## config.mk

```make
export PLATFORM = sky130hd
export DESIGN_NAME = fault_log_table
export DESIGN_NICKNAME = d
export VERILOG_FILES = /design/src/hw/rtl/flt_pkg.sv /design/src/hw/rtl/flt_ram.sv /design/src/hw/rtl/flt_ctrl.sv /design/src/hw/rtl/flt_dp.sv /design/src/hw/rtl/fault_log_table.sv
export SDC_FILE = /design/constraint.sdc
export NUM_CORES = 1
export LEC_CHECK = 0
export ABC_CLOCK_PERIOD_IN_PS = 5000
export BUFFER_PORTS_ARGS = -buffer_cell sky130_fd_sc_hd__buf_2
export CAP_MARGIN = 25
export CORE_MARGIN = 4
export CORE_UTILIZATION = 58
export CTS_CLUSTER_DIAMETER = 50
export DETAILED_ROUTE_END_ITERATION = 8
export HOLD_SLACK_MARGIN = 0.1
export PLACE_DENSITY_LB_ADDON = 0.3
export SYNTH_ARGS = -nofsm -noshare
export SYNTH_HDL_FRONTEND = slang
export SYNTH_SLANG_ARGS = --single-unit
```

## constraint.sdc

```tcl
create_clock -name i_clk -period 5 [get_ports i_clk]
set_input_delay 0.75 -clock i_clk [delete_from_list [all_inputs] [get_ports i_clk]]
set_output_delay 0.75 -clock i_clk [all_outputs]
set_load 0.02 [all_outputs]
```

## src/hw/rtl/flt_pkg.sv

```systemverilog
// ----------------------------------------------------------------------------
// Fault log table package
// Shared sizes, field widths, codes and the control/status bundles that
// join the sequencer and the datapath.
// ----------------------------------------------------------------------------
`default_nettype none

package flt_pkg;

    // Table depth and derived widths.
    localparam int MAX_FAULTS = 16;
    localparam int IDX_W      = (MAX_FAULTS > 1) ? $clog2(MAX_FAULTS) : 1;
    localparam int CNT_W      = $clog2(MAX_FAULTS + 1);

    // Field widths of the ports.
    localparam int KIND_W      = 3;
    localparam int COMP_W      = 8;
    localparam int CODE_W      = 8;
    localparam int ID_W        = 16;
    localparam int COUNT_W     = 5;
    localparam int CFG_INDEX_W = 2;
    localparam int CFG_DATA_W  = 8;
    localparam int ENTRY_W     = COMP_W + CODE_W + ID_W;

    // Configuration register indexes.
    localparam logic [CFG_INDEX_W-1:0] REG_OVF_COMPONENT = 2'd0;
    localparam logic [CFG_INDEX_W-1:0] REG_OVF_CODE      = 2'd1;

    // Operation codes carried on the kind field.
    typedef enum logic [KIND_W-1:0] {
        KIND_RAISE          = 3'd0,
        KIND_CLEAR_EXACT    = 3'd1,
        KIND_CLEAR_MATCH    = 3'd2,
        KIND_DISMISS_OLDEST = 3'd3,
        KIND_DISMISS_ALL    = 3'd4,
        KIND_QUERY          = 3'd5
    } t_kind;

    // One table entry as stored in the RAM.
    typedef struct packed {
        logic [COMP_W-1:0] comp;
        logic [CODE_W-1:0] code;
        logic [ID_W-1:0]   id;
    } t_entry;

    // Sequencer states.
    typedef enum logic [2:0] {
        ST_IDLE,
        ST_SCAN,
        ST_DECIDE,
        ST_SHIFT,
        ST_HEAD,
        ST_LOAD
    } t_state;

    // Commands from the sequencer to the datapath.
    typedef struct packed {
        logic accept;
        logic scan;
        logic decide;
        logic shift;
        logic head;
        logic load;
    } t_cmd;

    // Status from the datapath to the sequencer.
    typedef struct packed {
        logic walk_done;
        logic out_free;
    } t_status;

endpackage

`default_nettype wire

```

## src/hw/rtl/flt_ram.sv

```systemverilog
// ----------------------------------------------------------------------------
// Generic simple dual-port RAM
// One write port and one read port with a registered read data output.
// ----------------------------------------------------------------------------
`default_nettype none

module flt_ram #(
    parameter int WIDTH = 32,
    parameter int DEPTH = 16
) (
    input  wire logic                                        i_clk,
    input  wire logic                                        i_wr_en,
    input  wire logic [((DEPTH > 1) ? $clog2(DEPTH) : 1)-1:0] i_wr_addr,
    input  wire logic [WIDTH-1:0]                            i_wr_data,
    input  wire logic                                        i_rd_en,
    input  wire logic [((DEPTH > 1) ? $clog2(DEPTH) : 1)-1:0] i_rd_addr,
    output logic      [WIDTH-1:0]                            o_rd_data
);

    logic [WIDTH-1:0] r_mem [DEPTH];

    always_ff @(posedge i_clk) begin
        if (i_wr_en) begin
            r_mem[i_wr_addr] <= i_wr_data;
        end
    end

    always_ff @(posedge i_clk) begin
        if (i_rd_en) begin
            o_rd_data <= r_mem[i_rd_addr];
        end
    end

endmodule

`default_nettype wire

```

## src/hw/rtl/flt_ctrl.sv

```systemverilog
// ----------------------------------------------------------------------------
// Fault log table sequencer
// Steps one item through scan, decide, shift, head read and result load.
// ----------------------------------------------------------------------------
`default_nettype none

module flt_ctrl (
    input  wire logic             i_clk,
    input  wire logic             i_rst_n,
    input  wire logic             i_in_valid,
    output logic                  o_in_ready,
    input  wire flt_pkg::t_status i_status,
    output flt_pkg::t_cmd         o_cmd
);

    flt_pkg::t_state r_state;
    flt_pkg::t_state n_state;

    always_ff @(posedge i_clk) begin
        if (!i_rst_n) begin
            r_state <= flt_pkg::ST_IDLE;
        end else begin
            r_state <= n_state;
        end
    end

    always_comb begin
        n_state    = r_state;
        o_cmd      = '0;
        o_in_ready = 1'b0;
        unique case (r_state)
            flt_pkg::ST_IDLE: begin
                o_in_ready = 1'b1;
                if (i_in_valid) begin
                    o_cmd.accept = 1'b1;
                    n_state      = flt_pkg::ST_SCAN;
                end
            end
            flt_pkg::ST_SCAN: begin
                o_cmd.scan = 1'b1;
                if (i_status.walk_done) begin
                    n_state = flt_pkg::ST_DECIDE;
                end
            end
            flt_pkg::ST_DECIDE: begin
                o_cmd.decide = 1'b1;
                n_state      = flt_pkg::ST_SHIFT;
            end
            flt_pkg::ST_SHIFT: begin
                o_cmd.shift = 1'b1;
                if (i_status.walk_done) begin
                    n_state = flt_pkg::ST_HEAD;
                end
            end
            flt_pkg::ST_HEAD: begin
                o_cmd.head = 1'b1;
                n_state    = flt_pkg::ST_LOAD;
            end
            flt_pkg::ST_LOAD: begin
                if (i_status.out_free) begin
                    o_cmd.load = 1'b1;
                    n_state    = flt_pkg::ST_IDLE;
                end
            end
            default: begin
                n_state = flt_pkg::ST_IDLE;
            end
        endcase
    end

endmodule

`default_nettype wire

```

## src/hw/rtl/flt_dp.sv

```systemverilog
// ----------------------------------------------------------------------------
// Fault log table datapath
// Entry RAM, walk pointer, match flags, count, id counter and result register.
// ----------------------------------------------------------------------------
`default_nettype none

module flt_dp (
    input  wire logic                             i_clk,
    input  wire logic                             i_rst_n,
    input  wire flt_pkg::t_cmd                    i_cmd,
    output flt_pkg::t_status                      o_status,
    input  wire logic                             i_cfg_write,
    input  wire logic [flt_pkg::CFG_INDEX_W-1:0]  i_cfg_index,
    input  wire logic [flt_pkg::CFG_DATA_W-1:0]   i_cfg_data,
    input  wire logic [flt_pkg::KIND_W-1:0]       i_kind,
    input  wire logic [flt_pkg::COMP_W-1:0]       i_component,
    input  wire logic [flt_pkg::CODE_W-1:0]       i_fault_code,
    input  wire logic [flt_pkg::ID_W-1:0]         i_fault_id,
    input  wire logic                             i_out_ready,
    output logic                                  o_out_valid,
    output logic                                  o_changed,
    output logic [flt_pkg::ID_W-1:0]              o_assigned_id,
    output logic [flt_pkg::COUNT_W-1:0]           o_entry_count,
    output logic                                  o_oldest_valid,
    output logic [flt_pkg::COMP_W-1:0]            o_oldest_component,
    output logic [flt_pkg::CODE_W-1:0]            o_oldest_code,
    output logic [flt_pkg::ID_W-1:0]              o_oldest_id,
    output logic                                  o_present
);

    localparam int CW = flt_pkg::CNT_W;
    localparam int IW = flt_pkg::IDX_W;
    localparam int OW = flt_pkg::COUNT_W;
    localparam int MF = flt_pkg::MAX_FAULTS;

    // Configuration registers.
    logic [flt_pkg::COMP_W-1:0] r_ovf_comp;
    logic [flt_pkg::CODE_W-1:0] r_ovf_code;

    // Latched item.
    logic [flt_pkg::KIND_W-1:0] r_kind;
    logic [flt_pkg::COMP_W-1:0] r_comp;
    logic [flt_pkg::CODE_W-1:0] r_code;
    logic [flt_pkg::ID_W-1:0]   r_fid;

    // Table state.
    logic [CW-1:0]              r_count;
    logic [flt_pkg::ID_W-1:0]   r_next_id;

    // Walk over the table.
    logic [CW-1:0] r_ptr;
    logic [CW-1:0] r_limit;
    logic [CW-1:0] r_rd_idx;
    logic          r_rd_vld;
    logic          issue;

    // Scan results.
    logic          r_first_hit;
    logic [IW-1:0] r_first_pos;
    logic          r_exact_hit;
    logic [IW-1:0] r_exact_pos;
    logic [1:0]    r_hits;
    logic          r_head_hit;

    // Item results waiting for the head read.
    logic                     r_changed;
    logic [flt_pkg::ID_W-1:0] r_assigned;
    logic                     r_present;

    // RAM ports.
    logic             ram_wr_en;
    logic [IW-1:0]    ram_wr_addr;
    flt_pkg::t_entry  ram_wr_data;
    logic             ram_rd_en;
    logic [IW-1:0]    ram_rd_addr;
    flt_pkg::t_entry  ram_rd_data;

    // Decision terms.
    logic             ovf_name;
    logic             has_one;
    logic             has_two;
    logic             d_changed;
    logic [flt_pkg::ID_W-1:0] d_assigned;
    logic             d_present;
    logic             d_append;
    flt_pkg::t_entry  d_entry;
    logic             d_remove;
    logic [IW-1:0]    d_rm_pos;
    logic             d_clear_all;
    logic             d_bump_id;
    logic             pair_hit;

    assign issue    = (i_cmd.scan || i_cmd.shift) && (r_ptr < r_limit);
    assign pair_hit = (ram_rd_data.comp == r_comp) && (ram_rd_data.code == r_code);

    assign o_status.walk_done = (r_ptr >= r_limit) && !r_rd_vld;
    assign o_status.out_free  = !o_out_valid || i_out_ready;

    assign ram_rd_en   = issue || i_cmd.head;
    assign ram_rd_addr = i_cmd.head ? '0 : r_ptr[IW-1:0];

    always_comb begin
        ram_wr_en   = 1'b0;
        ram_wr_addr = r_count[IW-1:0];
        ram_wr_data = d_entry;
        if (i_cmd.decide && d_append) begin
            ram_wr_en = 1'b1;
        end else if (i_cmd.shift && r_rd_vld) begin
            ram_wr_en   = 1'b1;
            ram_wr_addr = IW'(r_rd_idx - CW'(1));
            ram_wr_data = ram_rd_data;
        end
    end

    always_comb begin
        ovf_name    = (r_comp == r_ovf_comp) && (r_code == r_ovf_code);
        has_one     = (r_hits != 2'd0);
        has_two     = (r_hits == 2'd2);
        d_changed   = 1'b0;
        d_assigned  = '0;
        d_present   = has_one;
        d_append    = 1'b0;
        d_entry     = '{comp: r_comp, code: r_code, id: r_next_id};
        d_remove    = 1'b0;
        d_rm_pos    = '0;
        d_clear_all = 1'b0;
        d_bump_id   = 1'b0;
        unique case (r_kind)
            flt_pkg::KIND_RAISE: begin
                if (!ovf_name && !r_first_hit) begin
                    d_assigned = r_next_id;
                    d_bump_id  = 1'b1;
                    if (r_count < CW'(MF - 1)) begin
                        d_append  = 1'b1;
                        d_changed = 1'b1;
                        d_present = 1'b1;
                    end else if (r_count < CW'(MF)) begin
                        // Last free slot takes the overflow marker.
                        d_append  = 1'b1;
                        d_changed = 1'b1;
                        d_entry   = '{comp: r_ovf_comp, code: r_ovf_code, id: r_next_id};
                    end
                end
            end
            flt_pkg::KIND_CLEAR_EXACT: begin
                if (r_exact_hit) begin
                    d_remove  = 1'b1;
                    d_rm_pos  = r_exact_pos;
                    d_changed = 1'b1;
                    d_present = has_two;
                end
            end
            flt_pkg::KIND_CLEAR_MATCH: begin
                if (r_first_hit) begin
                    d_remove  = 1'b1;
                    d_rm_pos  = r_first_pos;
                    d_changed = 1'b1;
                    d_present = has_two;
                end
            end
            flt_pkg::KIND_DISMISS_OLDEST: begin
                if (r_count != '0) begin
                    d_remove  = 1'b1;
                    d_changed = 1'b1;
                    d_present = has_two || (has_one && !r_head_hit);
                end
            end
            flt_pkg::KIND_DISMISS_ALL: begin
                if (r_count != '0) begin
                    d_clear_all = 1'b1;
                    d_changed   = 1'b1;
                end
                d_present = 1'b0;
            end
            default: begin
            end
        endcase
    end

    // Control state.
    always_ff @(posedge i_clk) begin
        if (!i_rst_n) begin
            r_ovf_comp  <= '0;
            r_ovf_code  <= '0;
            r_count     <= '0;
            r_next_id   <= flt_pkg::ID_W'(1);
            r_rd_vld    <= 1'b0;
            o_out_valid <= 1'b0;
        end else begin
            if (i_cfg_write) begin
                if (i_cfg_index == flt_pkg::REG_OVF_COMPONENT) begin
                    r_ovf_comp <= i_cfg_data;
                end else if (i_cfg_index == flt_pkg::REG_OVF_CODE) begin
                    r_ovf_code <= i_cfg_data;
                end
            end
            r_rd_vld <= issue;
            if (i_cmd.decide) begin
                if (d_append) begin
                    r_count <= r_count + CW'(1);
                end else if (d_remove) begin
                    r_count <= r_count - CW'(1);
                end else if (d_clear_all) begin
                    r_count <= '0;
                end
                if (d_bump_id) begin
                    r_next_id <= r_next_id + flt_pkg::ID_W'(1);
                end
            end
            if (i_cmd.load) begin
                o_out_valid <= 1'b1;
            end else if (i_out_ready) begin
                o_out_valid <= 1'b0;
            end
        end
    end

    // Walk pointer, scan flags and payload.
    always_ff @(posedge i_clk) begin
        if (i_cmd.accept) begin
            r_kind      <= i_kind;
            r_comp      <= i_component;
            r_code      <= i_fault_code;
            r_fid       <= i_fault_id;
            r_ptr       <= '0;
            r_limit     <= r_count;
            r_first_hit <= 1'b0;
            r_exact_hit <= 1'b0;
            r_hits      <= 2'd0;
            r_head_hit  <= 1'b0;
        end
        if (issue) begin
            r_ptr <= r_ptr + CW'(1);
        end
        r_rd_idx <= r_ptr;
        if (i_cmd.scan && r_rd_vld && pair_hit) begin
            if (!r_first_hit) begin
                r_first_hit <= 1'b1;
                r_first_pos <= r_rd_idx[IW-1:0];
            end
            if (!has_two) begin
                r_hits <= r_hits + 2'd1;
            end
            if (r_rd_idx == '0) begin
                r_head_hit <= 1'b1;
            end
            if ((ram_rd_data.id == r_fid) && !r_exact_hit) begin
                r_exact_hit <= 1'b1;
                r_exact_pos <= r_rd_idx[IW-1:0];
            end
        end
        if (i_cmd.decide) begin
            r_changed  <= d_changed;
            r_assigned <= d_assigned;
            r_present  <= d_present;
            // The shift walk starts just past the removed entry, or is empty.
            if (d_remove) begin
                r_ptr <= CW'(d_rm_pos) + CW'(1);
            end else begin
                r_ptr <= r_limit;
            end
        end
        if (i_cmd.load) begin
            o_changed      <= r_changed;
            o_assigned_id  <= r_assigned;
            o_entry_count  <= OW'(r_count);
            o_present      <= r_present;
            o_oldest_valid <= (r_count != '0);
            if (r_count != '0) begin
                o_oldest_component <= ram_rd_data.comp;
                o_oldest_code      <= ram_rd_data.code;
                o_oldest_id        <= ram_rd_data.id;
            end else begin
                o_oldest_component <= '0;
                o_oldest_code      <= '0;
                o_oldest_id        <= '0;
            end
        end
    end

    flt_ram #(
        .WIDTH (flt_pkg::ENTRY_W),
        .DEPTH (flt_pkg::MAX_FAULTS)
    ) u_ram (
        .i_clk     (i_clk),
        .i_wr_en   (ram_wr_en),
        .i_wr_addr (ram_wr_addr),
        .i_wr_data (ram_wr_data),
        .i_rd_en   (ram_rd_en),
        .i_rd_addr (ram_rd_addr),
        .o_rd_data (ram_rd_data)
    );

endmodule

`default_nettype wire

```

## src/hw/rtl/fault_log_table.sv

```systemverilog
// ----------------------------------------------------------------------------
// Fault log table
// Ordered table of active faults with raise, clear, dismiss and query.
// ----------------------------------------------------------------------------
// Usage:
// Commands arrive on the input channel (i_in_valid / o_in_ready) with a kind,
// a component, a fault code and an id. Each accepted command produces exactly
// one result transfer on the output channel (o_out_valid / i_out_ready) that
// describes the table after the command: change flag, id taken by a raise,
// entry count, the oldest entry and whether the command's component and code
// are held.
// The overflow marker component and code are written over the configuration
// channel (i_cfg_valid / o_cfg_ready, always ready). The user must write them
// only while no command is open; the block itself does not enforce this.
// Timing: one command at a time. A command goes through a scan that reads
// every entry through the single RAM read port, a decide step, a second pass
// that moves the entries behind a removed one forward, a read of the oldest
// entry and the load of the result. The next command is taken in the cycle
// after the load at the earliest.
// Reset (synchronous, active low) empties the table, sets the next id to one
// and clears the overflow marker registers; the entry RAM itself is not
// cleared. A stalled receiver holds the result in the output register; the
// next command is still taken and worked on, and waits only for its load.
// ----------------------------------------------------------------------------
`default_nettype none

module fault_log_table (
    input  wire logic                             i_clk,
    input  wire logic                             i_rst_n,
    // Configuration channel.
    input  wire logic                             i_cfg_valid,
    output logic                                  o_cfg_ready,
    input  wire logic [flt_pkg::CFG_INDEX_W-1:0]  i_cfg_index,
    input  wire logic [flt_pkg::CFG_DATA_W-1:0]   i_cfg_data,
    // Command channel.
    input  wire logic                             i_in_valid,
    output logic                                  o_in_ready,
    input  wire logic [flt_pkg::KIND_W-1:0]       i_kind,
    input  wire logic [flt_pkg::COMP_W-1:0]       i_component,
    input  wire logic [flt_pkg::CODE_W-1:0]       i_fault_code,
    input  wire logic [flt_pkg::ID_W-1:0]         i_fault_id,
    // Result channel.
    output logic                                  o_out_valid,
    input  wire logic                             i_out_ready,
    output logic                                  o_changed,
    output logic [flt_pkg::ID_W-1:0]              o_assigned_id,
    output logic [flt_pkg::COUNT_W-1:0]           o_entry_count,
    output logic                                  o_oldest_valid,
    output logic [flt_pkg::COMP_W-1:0]            o_oldest_component,
    output logic [flt_pkg::CODE_W-1:0]            o_oldest_code,
    output logic [flt_pkg::ID_W-1:0]              o_oldest_id,
    output logic                                  o_present
);

    flt_pkg::t_cmd    cmd;
    flt_pkg::t_status status;

    // Configuration writes land in plain registers and never stall.
    assign o_cfg_ready = 1'b1;

    // The sequencer owns the handshake on the command side and walks each
    // command through its phases.
    flt_ctrl u_ctrl (
        .i_clk      (i_clk),
        .i_rst_n    (i_rst_n),
        .i_in_valid (i_in_valid),
        .o_in_ready (o_in_ready),
        .i_status   (status),
        .o_cmd      (cmd)
    );

    // The datapath holds the table, the match logic and the result register.
    flt_dp u_dp (
        .i_clk              (i_clk),
        .i_rst_n            (i_rst_n),
        .i_cmd              (cmd),
        .o_status           (status),
        .i_cfg_write        (i_cfg_valid),
        .i_cfg_index        (i_cfg_index),
        .i_cfg_data         (i_cfg_data),
        .i_kind             (i_kind),
        .i_component        (i_component),
        .i_fault_code       (i_fault_code),
        .i_fault_id         (i_fault_id),
        .i_out_ready        (i_out_ready),
        .o_out_valid        (o_out_valid),
        .o_changed          (o_changed),
        .o_assigned_id      (o_assigned_id),
        .o_entry_count      (o_entry_count),
        .o_oldest_valid     (o_oldest_valid),
        .o_oldest_component (o_oldest_component),
        .o_oldest_code      (o_oldest_code),
        .o_oldest_id        (o_oldest_id),
        .o_present          (o_present)
    );

    // A result flags an oldest entry exactly when the table is not empty.
    a_oldest_matches_count : assert property (
        @(posedge i_clk) disable iff (!i_rst_n)
        o_out_valid |-> (o_oldest_valid == (o_entry_count != '0))
    ) else $error("oldest_valid disagrees with entry_count");

    // An empty table reports an all-zero oldest entry.
    a_empty_oldest_zero : assert property (
        @(posedge i_clk) disable iff (!i_rst_n)
        (o_out_valid && !o_oldest_valid) |->
            (o_oldest_component == '0 && o_oldest_code == '0 && o_oldest_id == '0)
    ) else $error("empty table reports a non-zero oldest entry");

    // Only one command is open at a time.
    a_one_open_command : assert property (
        @(posedge i_clk) disable iff (!i_rst_n)
        (i_in_valid && o_in_ready) |=> !o_in_ready
    ) else $error("command channel ready right after a transfer");

endmodule

`default_nettype wire
```

==> summary.md <==
| Metric | Value |
|---|---|
| CTS Buf Count | 73 |
| Clk_skew | 0.0197 ns |
| Sequential cell area | between 20000 and 25000 um2 |
| Register bit total from synthesis | just over 700 |
| Crit path capture type | register |
| Leakage | 11.4 nW |
| CP required | 5.30 ns |
| Crit path kind | reg -> reg |
| CP arrival | between 4 and 5 ns |
| Rows | about 80 |
| Total gr overflow | 0 |
| Synth Instances | 1928 |
| GR Util All Layers | around 25% |
| CTS root buffer | clkbuf_16 |
| Drt total wl | a little under 70000 um |
| Reg clk slew, reported paths | approximately 0.070 ns |
| Reg2Reg Depth | 6 |
| Max_cap viols | 0 |
| Die X | 234 um |
| Syn_area_per_cell | 15.3 um2 |
| Crit start category | register |
| Top_reg_cell synth | edfxtp_1 |
| Syn Std Cell Area | between 20000 and 30000 um2 |
| Async SR Flop Fraction | 0% |
| Layout cell share with drive strength beyond 1 | about a fifth |
| M3 GR Usage | 4.25% |
| Fin util | between 60 and 70% |
| Cells after DPL | 2638 |
| Multi-input logic area | between 8000 and 9000 um2 |
| Die Footprint | roughly 55000 um2 |
| Top post-synthesis cells by count | edfxtp_1, a21oi_1, mux2_2, nor2_1, o21ai_0 |
| Core footprint | 50300 um2 |
| # IOs | 109 |
| IO buf count | 107 |
| Fin. Hold Viols | 0 |
| Global-route wire length before repair | around 100000 um |
| Antenna viol nets, final | 0 |
| Cts hold-fix bufs | 0 |
| Post-synthesis sequential area ratio | a little under three quarters |
| Worst slew pin tran | 1.05 ns |
| Power Dens Cells | between 400 and 500 nW/um2 |
| Setup Fix Bufs, Post-CTS | 0 |
| Dpl hpwl | 43400 um |
| Wire length per cell | about 25 um |
| Worst Hold Path Cells | 1 |
| Synth warnings | 0 |
| Initial antenna violation count | 3 |
| Finished Layout Cells | 2777 |
| Leading area contributor after synthesis | edfxtp_1 |
| Final nets | approximately 2.1k |
| CTS max path bufs | 3 |
| Slew Limit Fails | 0 |
| Crit path time final | 4.09 ns |
| Syn nets | between 1.5k and 2k |
| Setup TNS Final | 0 ns |
| Met2 GRT Util | 37.4% |
| Vias per cell | 6.25 |
| Vias | roughly 17k |
| Layout area overhead | 13.1% |
| Fillers | 3410 |
| Post_cts resized | 0 |
| CTS Sinks | 723 |
| Max IR drop VDD | approximately 0.43 mV |
| Unique masters post-synth | between 60 and 70 |
| DRC errors left | 0 |
| Endpoints failing setup | 0 |
| Placer Congestion | 0.894 |
| TritonCTS clock tree | yes |
| DR iter-0 viols | about 2.0k |
| Area share of the largest cell type after synthesis | 68.1% |
| Final period utilization | 81.8% |
| FMAX | 0.244 GHz |
| GRT busiest layer | met1 |
| Die Y-Extent | 234 um |
| Latest clock arrival within the worst-skew pair | a little over 0.6 ns |
| Met1 usage | 39.2% |
| Critical path peak fanout | 32 |
| Initial Util | 58.9% |
| Pre-antenna DRT Iters | 5 |
| Hold Crit Class | in -> reg |
| H-tree depth | 3 |
| Outcome | finished clean |
| Post-synth EDFFs | roughly 670 |
| Most common cell in the netlist | edfxtp_1 |
| Largest net degree at the start of global routing | 166 |
| Largest cells by area after synthesis | edfxtp_1, mux2_2, dfxtp_1 |
| Unrepaired setup endpoints after global routing | no |
| Vias in the first global route | 16.8k |
| Slew headroom | 30.1% |
| R2R Setup Slk | 0.91 ns |
-- worst max-delay path, cell delays in order, from the launching register on --
cell     delay (ns)
dfxtp_1        0.56
nor2b_1        0.34
nand3_2        0.66
o21ai_1        0.60
nand3_1        0.49
nor2_4         0.78
buf_4          0.34
-- final cells by class --
class | count | share of cell area (%)
well taps | 672 | 2.51
flip-flops and latches | 723 | 63.3
inverters | 19 | 0.213
clock buffers | 96 | 6.06
clock inverters | 31 | 0.751
repair buffers | 163 | 3.21
diodes | 1 | 0.00747
multi-input cells | 1072 | 23.9
-- sequential cells by signal (all words and copies together), names as in the netlist, 4 cells and up --
| register | flops |
|---|---|
| u_dp.r_ovf_code | 8 |
| u_dp.o_assigned_id | 16 |
| u_dp.r_comp | 8 |
| u_dp.r_rd_idx | 5 |
| u_dp.r_first_pos | 4 |
| u_dp.o_oldest_id | 16 |
| u_dp.o_oldest_component | 8 |
| u_dp.o_oldest_code | 8 |
| u_dp.r_next_id | 16 |
| u_dp.u_ram.o_rd_data | 32 |
| u_dp.o_entry_count | 5 |
| u_dp.r_limit | 5 |
| u_dp.u_ram.r_mem | 512 |
| u_dp.r_code | 8 |
| u_dp.r_ptr | 5 |
| u_dp.r_fid | 16 |
| u_dp.r_exact_pos | 4 |
| u_dp.r_ovf_comp | 8 |
| u_dp.r_assigned | 16 |
| u_dp.r_count | 5 |
-- per-layer routing --
layer  share of wire, %  up-vias
met4                2.3        2
met5             0.0087        -
met2                 45      919
met3                 10      112
met1                 43     8653
li1                   -     7666
-- layout by cell type, fill, tap and decap left out, types with 46 or more instances in the layout --
cell,count
buf_4,47
mux2_2,111
clkbuf_16,78
dfxtp_1,52
nor2_1,93
xnor2_1,46
mux2i_1,99
edfxtp_1,671
o21ai_0,107
buf_2,108
and2_1,49
nand3_1,48
a21oi_1,126
-- path summary, 6_finish.rpt --
path / end / from
setup / recovery: u_dp.u_ram.r_mem[10][28] / u_ctrl.r_state[0]
hold / removal: u_dp.r_fid[10] / i_fault_id[10]
setup reg to reg: u_dp.u_ram.r_mem[10][28] / u_ctrl.r_state[0]
hold reg to reg: u_dp.o_assigned_id[5] / u_dp.r_assigned[5]
-- through the flow --
step / hold WS [ns] / cell area [um2] / total power [mW] / setup WS [ns]
after detailed placement: 0.405 / 31000 / 11.3 / 1.04
after floorplan: 0.394 / 29600 / 10.0 / 1.36
final: 0.319 / 33500 / 16.6 / 0.909
after global placement: 0.407 / 31000 / 11.3 / 1.12
after CTS: 0.290 / 33300 / 16.5 / 1.00
after global routing: 0.297 / 33500 / 17.2 / 0.587
-- power breakdown --
| group | switching (mW) | internal [mW] | total [mW] |
|---|---|---|---|
| sequential | 0.292 | 7.06 | 7.35 |
| combinational | 2.51 | 1.45 | 3.96 |
| clock | 2.22 | 3.02 | 5.24 |
-- cells by family after synthesis --
kind of cell	synth area share, %
xor+xnor	2.10
compound gates	7.21
flops	71.6
simple gates	6.69
other cells	0.0127
mux	10.0
buf+inv	1.82
fa+ha+maj	0.550
(Power assumes the default switching activity.)
